### config.mk
export PLATFORM = sky130hd
export DESIGN_NAME = script_token_lexer
export DESIGN_NICKNAME = d
export VERILOG_FILES = /design/src/rtl/stl_pkg.sv /design/src/rtl/stl_core.sv /design/src/rtl/stl_outq.sv /design/src/rtl/script_token_lexer.sv
export SDC_FILE = /design/constraint.sdc
export NUM_CORES = 1
export LEC_CHECK = 0
export BUFFER_PORTS_ARGS = -buffer_cell sky130_fd_sc_hd__buf_4
export CORE_MARGIN = 3
export CORE_UTILIZATION = 40
export DETAILED_ROUTE_END_ITERATION = 8
export GPL_TIMING_DRIVEN = 0
export PLACE_DENSITY = 0.66
export RECOVER_POWER = 50
export REMOVE_ABC_BUFFERS = 1
export SYNTH_ARGS = -nofsm -noshare
export SYNTH_HDL_FRONTEND = slang
export SYNTH_SLANG_ARGS = --single-unit
### constraint.sdc
create_clock -name clk -period 8.67 [get_ports clk]
set_clock_uncertainty 0.2 [all_clocks]
set_input_delay 0.867 -clock clk [delete_from_list [all_inputs] [get_ports clk]]
set_output_delay 0.867 -clock clk [all_outputs]
set_load 0.05 [all_outputs]
### src/rtl/stl_pkg.sv
package stl_pkg;

	localparam int LINE_BITS_DEF   = 20;
	localparam int COLUMN_BITS_DEF = 16;
	localparam int LENGTH_BITS_DEF = 16;

	// Scan modes.
	localparam logic [3:0] M_IDLE     = 4'd0;
	localparam logic [3:0] M_SLASH    = 4'd1;
	localparam logic [3:0] M_LINECMT  = 4'd2;
	localparam logic [3:0] M_BLOCKCMT = 4'd3;
	localparam logic [3:0] M_IDENT    = 4'd4;
	localparam logic [3:0] M_ZERO     = 4'd5;
	localparam logic [3:0] M_INT      = 4'd6;
	localparam logic [3:0] M_HEX      = 4'd7;
	localparam logic [3:0] M_FRAC     = 4'd8;
	localparam logic [3:0] M_EXPSTART = 4'd9;
	localparam logic [3:0] M_EXPDIG   = 4'd10;
	localparam logic [3:0] M_STRING   = 4'd11;
	localparam logic [3:0] M_OPER     = 4'd12;

	// Token kinds.
	localparam logic [5:0] K_EOF   = 6'd0;
	localparam logic [5:0] K_ID    = 6'd1;
	localparam logic [5:0] K_INT   = 6'd2;
	localparam logic [5:0] K_FLOAT = 6'd3;
	localparam logic [5:0] K_STR   = 6'd4;
	localparam logic [5:0] K_CMT   = 6'd5;
	localparam logic [5:0] K_KW0   = 6'd26;
	localparam logic [5:0] K_CHAR  = 6'd41;
	localparam logic [5:0] K_ERR   = 6'd42;
	localparam logic [5:0] K_NONE  = 6'd0;

	typedef logic [71:0] word_t;

	// One emitted token, before position fields are attached.
	typedef struct packed {
		logic       valid;
		logic       use_cur; // position from current counters (eof, string error, char token in slot 1)
		logic [5:0] kind;
		logic [7:0] ch;
	} tok_t;

	function automatic logic is_alpha(input logic [7:0] b);
		return (b >= "a" && b <= "z") || (b >= "A" && b <= "Z") || b == "_" || b == "$";
	endfunction

	function automatic logic is_digit(input logic [7:0] b);
		return b >= "0" && b <= "9";
	endfunction

	function automatic logic is_hex(input logic [7:0] b);
		return is_digit(b) || (b >= "a" && b <= "f") || (b >= "A" && b <= "F");
	endfunction

	function automatic logic is_space(input logic [7:0] b);
		return b == " " || b == 8'h09 || b == 8'h0a || b == 8'h0d;
	endfunction

	function automatic logic is_opstart(input logic [7:0] b);
		return b == "=" || b == "!" || b == "<" || b == ">" || b == "+" || b == "-" ||
			b == "&" || b == "|" || b == "^";
	endfunction

	// Two-character operator kind, zero if none.
	function automatic logic [5:0] op2(input logic [7:0] a, input logic [7:0] b);
		logic [15:0] s;
		s = {a, b};
		case (s)
			"==": return 6'd6;
			"!=": return 6'd8;
			"<=": return 6'd10;
			"<<": return 6'd11;
			">=": return 6'd13;
			">>": return 6'd14;
			"+=": return 6'd17;
			"-=": return 6'd18;
			"++": return 6'd19;
			"--": return 6'd20;
			"&=": return 6'd21;
			"&&": return 6'd22;
			"|=": return 6'd23;
			"||": return 6'd24;
			"^=": return 6'd25;
			default: return K_NONE;
		endcase
	endfunction

	function automatic logic [5:0] op3(input logic [7:0] a, input logic [7:0] b,
		input logic [7:0] c);
		logic [23:0] s;
		s = {a, b, c};
		case (s)
			"===": return 6'd7;
			"!==": return 6'd9;
			"<<=": return 6'd12;
			">>>": return 6'd15;
			">>=": return 6'd16;
			default: return K_NONE;
		endcase
	endfunction

	function automatic logic is_prefix3(input logic [7:0] a, input logic [7:0] b);
		logic [15:0] s;
		s = {a, b};
		return s == "==" || s == "!=" || s == "<<" || s == ">>";
	endfunction

	// Keyword lookup; the word is stored first character in the low byte.
	function automatic logic [5:0] kw_kind(input word_t w);
		word_t k [15];
		logic [5:0] r;
		k[0]  = word_t'({"fi"});
		k[1]  = word_t'({"esle"});
		k[2]  = word_t'({"od"});
		k[3]  = word_t'({"elihw"});
		k[4]  = word_t'({"rof"});
		k[5]  = word_t'({"kaerb"});
		k[6]  = word_t'({"eunitnoc"});
		k[7]  = word_t'({"noitcnuf"});
		k[8]  = word_t'({"nruter"});
		k[9]  = word_t'({"rav"});
		k[10] = word_t'({"eurt"});
		k[11] = word_t'({"eslaf"});
		k[12] = word_t'({"llun"});
		k[13] = word_t'({"denifednu"});
		k[14] = word_t'({"wen"});
		r = K_ID;
		for (int i = 0; i < 15; i++) begin
			if (w == k[i]) r = K_KW0 + 6'(i);
		end
		return r;
	endfunction

endpackage

### src/rtl/stl_core.sv
module stl_core
	import stl_pkg::*;
#(
	parameter int LINE_BITS   = LINE_BITS_DEF,
	parameter int COLUMN_BITS = COLUMN_BITS_DEF,
	parameter int LENGTH_BITS = LENGTH_BITS_DEF
) (
	input  logic                   clk,
	input  logic                   arst_n,
	input  logic                   step,
	input  logic [7:0]             b,
	input  logic                   drop,
	output tok_t                   t0,
	output tok_t                   t1,
	output logic [LINE_BITS-1:0]   tok_line,
	output logic [COLUMN_BITS-1:0] tok_col,
	output logic [LENGTH_BITS-1:0] tok_len,
	output logic [LINE_BITS-1:0]   cur_line,
	output logic [COLUMN_BITS-1:0] cur_col
);

	localparam logic [LINE_BITS-1:0]   LMAX = '1;
	localparam logic [COLUMN_BITS-1:0] CMAX = '1;
	localparam logic [LENGTH_BITS-1:0] NMAX = '1;

	logic [3:0]             mode_q, mode_d;
	word_t                  word_q, word_d;
	logic                   long_q, long_d;
	logic [7:0]             pre0_q, pre0_d, pre1_q, pre1_d;
	logic                   pcnt2_q, pcnt2_d;
	logic [7:0]             quote_q, quote_d;
	logic                   esc_q, esc_d, star_q, star_d, halt_q, halt_d;
	logic [LINE_BITS-1:0]   line_q, tline_q, tline_d;
	logic [COLUMN_BITS-1:0] col_q, tcol_q, tcol_d;
	logic [LENGTH_BITS-1:0] cnt_q, cnt_d, cnt_inc;
	logic [LENGTH_BITS-1:0] len0;
	logic                   restart;
	logic [3:0]             m;
	logic [5:0]             k;

	assign cnt_inc = (cnt_q == NMAX) ? cnt_q : cnt_q + 1'b1;

	// Next-state logic for one byte: finish the running token, then maybe start one.
	always_comb begin
		mode_d = mode_q; word_d = word_q; long_d = long_q; pre0_d = pre0_q;
		pre1_d = pre1_q; pcnt2_d = pcnt2_q; quote_d = quote_q; esc_d = esc_q;
		star_d = star_q; halt_d = halt_q; tline_d = tline_q; tcol_d = tcol_q;
		cnt_d = cnt_q; t0 = '0; t1 = '0; restart = 1'b0; len0 = cnt_q; k = K_NONE;
		m = (mode_q == M_ZERO && !(b == "x" || b == "X")) ? M_INT : mode_q;
		case (m)
			M_SLASH: begin
				if (b == "/") begin
					mode_d = M_LINECMT; cnt_d = cnt_inc;
				end else if (b == "*") begin
					mode_d = M_BLOCKCMT; star_d = 1'b0; cnt_d = cnt_inc;
				end else begin
					t0 = '{1'b1, 1'b0, K_CHAR, "/"}; restart = 1'b1;
				end
			end
			M_LINECMT: begin
				if (b == 8'h00 || b == 8'h0a) begin
					t0 = '{!drop, 1'b0, K_CMT, 8'h00}; restart = 1'b1;
				end else cnt_d = cnt_inc;
			end
			M_BLOCKCMT: begin
				if (b == 8'h00) begin
					t0 = '{1'b1, 1'b0, K_ERR, 8'h00}; halt_d = 1'b1; mode_d = M_IDLE;
				end else begin
					cnt_d = cnt_inc;
					if (star_q && b == "/") begin
						t0 = '{!drop, 1'b0, K_CMT, 8'h00}; mode_d = M_IDLE; len0 = cnt_inc;
					end else star_d = (b == "*");
				end
			end
			M_IDENT: begin
				if (is_alpha(b) || is_digit(b)) begin
					if (!long_q && cnt_q < LENGTH_BITS'(9)) begin
						for (int i = 1; i < 9; i++)
							if (cnt_q == LENGTH_BITS'(i)) word_d[i*8 +: 8] = b;
					end else long_d = 1'b1;
					cnt_d = cnt_inc;
				end else begin
					t0 = '{1'b1, 1'b0, long_q ? K_ID : kw_kind(word_q), 8'h00};
					restart = 1'b1;
				end
			end
			M_ZERO: begin
				mode_d = M_HEX; cnt_d = cnt_inc;
			end
			M_INT: begin
				mode_d = M_INT;
				if (is_digit(b)) cnt_d = cnt_inc;
				else if (b == ".") begin
					mode_d = M_FRAC; cnt_d = cnt_inc;
				end else if (b == "e" || b == "E") begin
					mode_d = M_EXPSTART; cnt_d = cnt_inc;
				end else begin
					t0 = '{1'b1, 1'b0, K_INT, 8'h00}; restart = 1'b1;
				end
			end
			M_HEX: begin
				if (is_hex(b)) cnt_d = cnt_inc;
				else begin
					t0 = '{1'b1, 1'b0, K_INT, 8'h00}; restart = 1'b1;
				end
			end
			M_FRAC: begin
				if (is_digit(b)) cnt_d = cnt_inc;
				else if (b == "e" || b == "E") begin
					mode_d = M_EXPSTART; cnt_d = cnt_inc;
				end else begin
					t0 = '{1'b1, 1'b0, K_FLOAT, 8'h00}; restart = 1'b1;
				end
			end
			M_EXPSTART: begin
				if (is_digit(b) || b == "+" || b == "-") begin
					mode_d = M_EXPDIG; cnt_d = cnt_inc;
				end else begin
					t0 = '{1'b1, 1'b0, K_FLOAT, 8'h00}; restart = 1'b1;
				end
			end
			M_EXPDIG: begin
				if (is_digit(b)) cnt_d = cnt_inc;
				else begin
					t0 = '{1'b1, 1'b0, K_FLOAT, 8'h00}; restart = 1'b1;
				end
			end
			M_STRING: begin
				if (esc_q) begin
					if (b == 8'h00) begin
						t0 = '{1'b1, 1'b1, K_ERR, 8'h00}; halt_d = 1'b1; mode_d = M_IDLE;
					end else begin
						esc_d = 1'b0; cnt_d = cnt_inc;
					end
				end else if (b == quote_q) begin
					cnt_d = cnt_inc; len0 = cnt_inc; mode_d = M_IDLE;
					t0 = '{1'b1, 1'b0, K_STR, 8'h00};
				end else if (b == 8'h0a || b == 8'h0d || b == 8'h00) begin
					t0 = '{1'b1, 1'b1, K_ERR, 8'h00}; halt_d = 1'b1; mode_d = M_IDLE;
				end else begin
					if (b == "\\") esc_d = 1'b1;
					cnt_d = cnt_inc;
				end
			end
			M_OPER: begin
				if (pcnt2_q) begin
					k = op3(pre0_q, pre1_q, b);
					if (k != K_NONE) begin
						len0 = LENGTH_BITS'(3); mode_d = M_IDLE;
						t0 = '{1'b1, 1'b0, k, 8'h00};
					end else begin
						len0 = LENGTH_BITS'(2); restart = 1'b1;
						t0 = '{1'b1, 1'b0, op2(pre0_q, pre1_q), 8'h00};
					end
				end else begin
					k = op2(pre0_q, b);
					if (k != K_NONE && is_prefix3(pre0_q, b)) begin
						pre1_d = b; pcnt2_d = 1'b1; cnt_d = LENGTH_BITS'(2);
					end else if (k != K_NONE) begin
						len0 = LENGTH_BITS'(2); mode_d = M_IDLE;
						t0 = '{1'b1, 1'b0, k, 8'h00};
					end else begin
						len0 = LENGTH_BITS'(1); restart = 1'b1;
						t0 = '{1'b1, 1'b0, K_CHAR, pre0_q};
					end
				end
			end
			default: restart = 1'b1;
		endcase

		// Token start.
		if (restart) begin
			mode_d = M_IDLE;
			if (b == 8'h00) t1 = '{1'b1, 1'b1, K_EOF, 8'h00};
			else if (!is_space(b)) begin
				tline_d = line_q; tcol_d = col_q; cnt_d = LENGTH_BITS'(1);
				if (b == "/") mode_d = M_SLASH;
				else if (is_alpha(b)) begin
					mode_d = M_IDENT; word_d = word_t'(b); long_d = 1'b0;
				end else if (is_digit(b)) mode_d = (b == "0") ? M_ZERO : M_INT;
				else if (b == "\"" || b == "'") begin
					mode_d = M_STRING; quote_d = b; esc_d = 1'b0;
				end else if (is_opstart(b)) begin
					mode_d = M_OPER; pre0_d = b; pcnt2_d = 1'b0;
				end else t1 = '{1'b1, 1'b1, K_CHAR, b};
			end
		end
		// Truncated operator tokens keep their length for the emitted token.
		if (m == M_OPER && t0.valid) cnt_d = restart ? cnt_d : len0;

		// A halted block produces no results.
		if (halt_q) begin
			t0.valid = 1'b0; t1.valid = 1'b0;
		end
	end

	assign tok_line = tline_q;
	assign tok_col  = tcol_q;
	assign tok_len  = len0;
	assign cur_line = line_q;
	assign cur_col  = col_q;

	// Control state.
	always_ff @(posedge clk or negedge arst_n) begin
		if (!arst_n) begin
			mode_q <= M_IDLE; long_q <= 1'b0; pcnt2_q <= 1'b0; quote_q <= '0;
			esc_q <= 1'b0; star_q <= 1'b0; halt_q <= 1'b0;
			line_q <= LINE_BITS'(1); col_q <= COLUMN_BITS'(1);
			tline_q <= LINE_BITS'(1); tcol_q <= COLUMN_BITS'(1); cnt_q <= '0;
		end else if (step && !halt_q) begin
			mode_q <= mode_d; long_q <= long_d; pcnt2_q <= pcnt2_d; quote_q <= quote_d;
			esc_q <= esc_d; star_q <= star_d; halt_q <= halt_d;
			tline_q <= tline_d; tcol_q <= tcol_d; cnt_q <= cnt_d;
			if (b == 8'h0a) begin
				line_q <= (line_q == LMAX) ? line_q : line_q + 1'b1;
				col_q <= COLUMN_BITS'(1);
			end else col_q <= (col_q == CMAX) ? col_q : col_q + 1'b1;
		end
	end

	// Word and operator buffers.
	always_ff @(posedge clk) begin
		if (step && !halt_q) begin
			word_q <= word_d; pre0_q <= pre0_d; pre1_q <= pre1_d;
		end
	end

endmodule

### src/rtl/stl_outq.sv
module stl_outq
	import stl_pkg::*;
#(
	parameter int W = 64
) (
	input  logic         clk,
	input  logic         arst_n,
	input  logic         push0,
	input  logic         push1,
	input  logic [W-1:0] d0,
	input  logic [W-1:0] d1,
	input  logic         pop,
	output logic         empty,
	output logic         room,
	output logic [W-1:0] head
);

	// Four-entry queue: room means at least two free entries.
	logic [W-1:0] mem_q [4];
	logic [1:0]   wp_q, rp_q;
	logic [2:0]   cnt_q;
	logic [1:0]   n_in;

	assign n_in  = 2'(push0) + 2'(push1);
	assign empty = (cnt_q == 3'd0);
	assign room  = (cnt_q <= 3'd2);
	assign head  = mem_q[rp_q];

	always_ff @(posedge clk or negedge arst_n) begin
		if (!arst_n) begin
			wp_q <= '0; rp_q <= '0; cnt_q <= '0;
		end else begin
			wp_q <= wp_q + n_in;
			rp_q <= rp_q + 2'(pop);
			cnt_q <= cnt_q + 3'(n_in) - 3'(pop);
		end
	end

	always_ff @(posedge clk) begin
		if (push0) mem_q[wp_q] <= d0;
		if (push1) mem_q[push0 ? wp_q + 2'd1 : wp_q] <= d1;
	end

endmodule

### src/rtl/script_token_lexer.sv
// Channel  | Signals                                   | Direction
// input    | in_valid, in_stall, text_byte             | into the block
// result   | out_valid, out_stall, token fields        | out of the block
// config   | cfg_we, cfg_wdata (drop_comments)         | into the block
// A byte is decoded in the cycle of its transfer; its results, up to two, enter a
// four-entry result queue and leave one per cycle from the queue head while out_stall is low.
// A new byte can be accepted every cycle; in_stall rises when the
// queue has fewer than two free entries. Reset clears all control state and the queue.
module script_token_lexer
	import stl_pkg::*;
#(
	parameter int LINE_BITS   = LINE_BITS_DEF,
	parameter int COLUMN_BITS = COLUMN_BITS_DEF,
	parameter int LENGTH_BITS = LENGTH_BITS_DEF
) (
	input  logic                   clk,
	input  logic                   arst_n,
	input  logic                   cfg_we,
	input  logic                   cfg_wdata,
	input  logic                   in_valid,
	output logic                   in_stall,
	input  logic [7:0]             text_byte,
	output logic                   out_valid,
	input  logic                   out_stall,
	output logic [5:0]             token_kind,
	output logic [7:0]             op_char,
	output logic [LINE_BITS-1:0]   start_line,
	output logic [COLUMN_BITS-1:0] start_column,
	output logic [LENGTH_BITS-1:0] token_length,
	output logic                   last_of_run
);

	localparam int W = 6 + 8 + LINE_BITS + COLUMN_BITS + LENGTH_BITS + 1;

	logic                   drop_q, step, empty, room;
	tok_t                   t0, t1;
	logic [LINE_BITS-1:0]   tl, cl;
	logic [COLUMN_BITS-1:0] tc, cc;
	logic [LENGTH_BITS-1:0] tn;
	logic [W-1:0]           d0, d1, head;

	always_ff @(posedge clk or negedge arst_n) begin
		if (!arst_n) drop_q <= 1'b1;
		else if (cfg_we) drop_q <= cfg_wdata;
	end

	assign in_stall = !room;
	assign step     = in_valid && room;

	stl_core #(.LINE_BITS(LINE_BITS), .COLUMN_BITS(COLUMN_BITS),
		.LENGTH_BITS(LENGTH_BITS)) u_core (
		.clk(clk), .arst_n(arst_n), .step(step), .b(text_byte), .drop(drop_q),
		.t0(t0), .t1(t1), .tok_line(tl), .tok_col(tc), .tok_len(tn),
		.cur_line(cl), .cur_col(cc)
	);

	// Pack the results; the first slot is last only when the second is absent.
	always_comb begin
		d0 = {t0.kind, t0.ch, t0.use_cur ? cl : tl, t0.use_cur ? cc : tc,
			t0.kind == K_ERR ? LENGTH_BITS'(0) : tn, !t1.valid};
		d1 = {t1.kind, t1.ch, t1.use_cur ? cl : tl, t1.use_cur ? cc : tc,
			t1.kind == K_CHAR ? LENGTH_BITS'(1) : LENGTH_BITS'(0), 1'b1};
	end

	stl_outq #(.W(W)) u_outq (
		.clk(clk), .arst_n(arst_n), .push0(step && t0.valid), .push1(step && t1.valid),
		.d0(d0), .d1(d1), .pop(!empty && !out_stall), .empty(empty), .room(room),
		.head(head)
	);

	assign out_valid = !empty;
	assign {token_kind, op_char, start_line, start_column, token_length, last_of_run} = head;

endmodule

==> results by group <==
Pwr
  – Power share of the combinational group: 36.9%
  – Power density over the cells: 297 nW/um2
  – Internal power component: 5.10 mW
  – PnR Total Power: 8.65 mW
  – Sw Ratio: 41.1%
  – LEAKAGE: 10.2 nW
  – Largest vdd supply drop: 0.141 mV
  – Clock share of power: 25.8%
  – Sequential share of power: 37.3%
  – Reported net switching power: 3.55 mW

Setup path
  – Number of logic stages on the critical path including buffering: 12
  – Critical Path End: u_core.word_q[14]
  – Peak per-stage delay on the critical path: 1.66 ns
  – Crit path max-delay family: simple AND/OR/NAND/NOR gates
  – Slowest cell on the critical path: sky130_fd_sc_hd__clkbuf_1
  – Worst setup path startpoint: text_byte[3]
  – Crit path arrival time: 7.20 ns
  – Reg2reg end: u_core.word_q[14]
  – Reg2reg start: u_core.mode_q[0]
  – Required time of the worst setup path: 8.83 ns
  – Start-to-end type of the worst setup path: in2reg
  – Number of buffers and inverters on the critical path: 4
  – Crit. End Element: flop
  – Highest net fanout along the worst path: 38
  – Worst reg2reg setup slack: 3.14 ns
  – Cells along the critical path: clkbuf_1, nand2b_1, o32ai_1, a211oi_2, nand3_1, and4b_1, and2_0, nor3_2, clkbuf_1, buf_6, buf_6, nor2_1
  – Depth of the most critical reg-to-reg path: 11
  – Sort of element at the start of the critical path: input pin

Route
  – Vias: 21399
  – Wire length after detailed routing: 82700 um
  – Antenna-violating nets left: 0
  – Routed wire per std cell: 24.8 um
  – Average via count per standard cell: 6.41
  – Remaining DRCs: 0
  – 1st-iter DRT viols: 2548
  – Length of the first detailed-routing pass in iterations: 6

Synthesis
  – Synth Instances: 2487
  – Part of the Yosys area used for sequential elements: 48.3%
  – Top post-synthesis cells by area: sky130_fd_sc_hd__edfxtp_1 32%, sky130_fd_sc_hd__dfrtp_1 10%, sky130_fd_sc_hd__dfxtp_1 5.8%, sky130_fd_sc_hd__mux4_2 5.7%, sky130_fd_sc_hd__a32o_1 4.1%
  – Dominant cell type by area after synthesis: sky130_fd_sc_hd__edfxtp_1
  – Share of synthesized registers carrying an async set or reset: 24.1%
  – Synthesized area divided by synthesized cell count: 10.6 um2
  – Proportion of netlist area held by the largest area contributor: 31.8%
  – Ys Warns: 0
  – Flop and latch count out of synthesis: 469
  – Synthesized area: 26400 um2
  – Count of different cell masters after synthesis: 105
  – Count of flip-flops with a built-in enable after synthesis: 280
  – Most used DFF post-synth: sky130_fd_sc_hd__edfxtp_1

Clock tree
  – TritonCTS clock tree: built
  – H-tree depth: 2
  – # hold bufs at CTS: 1
  – Worst skew pair latency: 0.62 ns
  – Post_cts resized: 0
  – TritonCTS buffer count: 51
  – Maximum buffer depth of the clock tree: 3
  – TritonCTS Sinks: 469
  – Clock root cell: sky130_fd_sc_hd__clkbuf_16
  – CTS clock-pin slew for the worst setup and hold paths: 0.06 ns
  – Number of buffers inserted by post-CTS setup repair: 0

Finish
  – Fraction of layout cells with a size suffix above 1: 10.4%
  – Post-route design area: 29200 um2
  – Area overhead of the layout relative to synthesis: 10.4%
  – Commonest non-fill, non-tap cell in the layout: sky130_fd_sc_hd__edfxtp_1
  – Number of antenna diodes: 0
  – Commonest cells after routing, fill and taps aside: 280 x sky130_fd_sc_hd__edfxtp_1, 250 x sky130_fd_sc_hd__nand2_1, 204 x sky130_fd_sc_hd__nor2_1
  – Number of inserted filler cells in the final layout: 6063
  – Utilization after layout: 44.9%
  – Combined flip-flop and latch cell area: 12800 um2
  – Area occupied by multi-input gates: 12700 um2
  – Number of nets in the finished design: 2474

GRT
  – Antenna violations before repair: 0
  – All-layer global routing usage: 23.2%
  – Global-route wire length before repair: 127000 um
  – GRT overflow: 0
  – Maximum number of pins on one net before global-route repair: 89
  – Vias in the first global route: 21272

Floorplanning
  – I/O pin count: 83
  – Core area: 64900 um2
  – Number of placement rows: 93
  – Die outline area: 69100 um2
  – Die X: 263 um
  – Initial standard-cell utilization of the core: 40.7%
  – Chip Height: 263 um

Placed design
  – Pre-CTS worst setup slack: 2.33 ns
  – Placement-stage cell area: 27700 um2
  – Detailed Place HPWL: 53700 um
  – Number of buffers added on ports: 82
  – Routability congestion estimate: 1.00

STA
  – Setup Total Neg Slack: 0 ns
  – Setup-failing EPs final: 0
  – Slew @ Worst Pin: 3.07 ns
  – Relative slew margins: -104%
  – Number of pins exceeding their max-slew limit in the final report: 326
  – Time the worst path needs with I/O delays and setup: 7.04 ns
  – Max Freq: 142 MHz
  – Final-report hold violation count: 0
  – Final worst path period share: 81.2%
  – Setup repair after global routing missed its margin: no
  – Slack of the critical path: 1.63 ns

Job
  – Number of maximum-capacitance constraint violations: 9

Outcome
  – Outcome: finished, violations left
  – Violations in the final reports: max-capacitance violations, max-slew violations

Worst hold path
  – Min-Delay Path Class: reg2reg
## flip-flops by register name (all words and copies together) (netlist names), 2 cells and up
name             cells
u_core.cnt_q        16
u_core.cur_col      16
u_core.cur_line     20
u_core.mode_q        4
u_core.pre0_q        8
u_core.pre1_q        8
u_core.quote_q       8
u_core.tok_col      16
u_core.tok_line     20
u_core.word_q       72
u_outq.cnt_q         3
u_outq.mem_q       268
u_outq.rp_q          2
u_outq.wp_q          2
## worst min path at each step
| stage | startpoint | to | cells past startpoint |
|---|---|---|---|
| 2_1_floorplan | u_outq.mem_q[2][65] | u_outq.mem_q[2][65] | 2 |
| 4_1_cts | u_outq.mem_q[2][12] | u_outq.mem_q[2][12] | 2 |
| 6_report | u_outq.mem_q[0][16] | u_outq.mem_q[0][16] | 2 |
| 5_1_grt | u_outq.mem_q[2][12] | u_outq.mem_q[2][12] | 2 |
| 3_5_place_dp | u_outq.mem_q[2][12] | u_outq.mem_q[2][12] | 2 |
| 3_3_place_gp | u_outq.mem_q[2][65] | u_outq.mem_q[2][65] | 2 |
## worst register-to-register path: cells and delay by family, from the launching register on
family | cells | cell delay, ns
buf+inv | 3 | 1.07
simple gates | 5 | 2.23
flops | 1 | 0.77
compound gates | 3 | 1.02
## per-stage QoR
step | std cells | hold WS [ns]
6_report | 3340 | 0.255
5_1_grt | 3340 | 0.267
4_1_cts | 3339 | 0.254
3_5_place_dp | 3242 | 0.246
3_3_place_gp | 3219 | 0.238
2_1_floorplan | 2282 | 0.229
## cell usage after synthesis (all sizes together), types with 67 or more instances
cell,n
o21ai,85
edfxtp,280
dfrtp,108
nand2,250
nor2,213
clkbuf,106
nand3,116
a21oi,165
dfxtp,76
buf,99
mux4,67
a32o,109
## routing by layer
layer	routed length, um	share of wire (%)	global-route usage [%]
met5	0	0	0
met4	2420	2.9	7.97
met3	6270	7.6	3.02
met2	39800	48	38.7
met1	34200	41	31.1
## final cells by class
| class | count | area share (%) |
|---|---|---|
| clock buffers | 75 | 5.11 |
| flip-flops and latches | 469 | 43.8 |
| repair buffers | 107 | 2.84 |
| multi-input cells | 1781 | 43.4 |
| clock inverters | 21 | 0.785 |
| inverters | 32 | 0.416 |
| well taps | 855 | 3.67 |
## cell families (layout without fill, tap and decap cells)
logic type / Yosys count / in the layout / share of synthesized area [%]
xor gates and xnor gates: 54 / 54 / 1.79
and+or+nand+nor: 969 / 969 / 19.3
DFF: 469 / 469 / 48.3
AOI/OAI and AO/OA: 566 / 566 / 15.7
muxes: 174 / 174 / 10.0
adders and majority gates: 18 / 18 / 0.881
buffers and inverters: 237 / 235 / 4.02
## power by group through the flow
stage | Sequential (mW) | Clock [mW] | Combinational [mW]
detailed placement | 3.26 | 0 | 3.33
global route | 3.28 | 2.36 | 3.39
finish | 3.23 | 2.23 | 3.19
floorplan | 3.17 | 0 | 2.20
CTS | 3.22 | 2.27 | 3.34
global placement | 3.34 | 0 | 3.16
(Power assumes the default switching activity.)
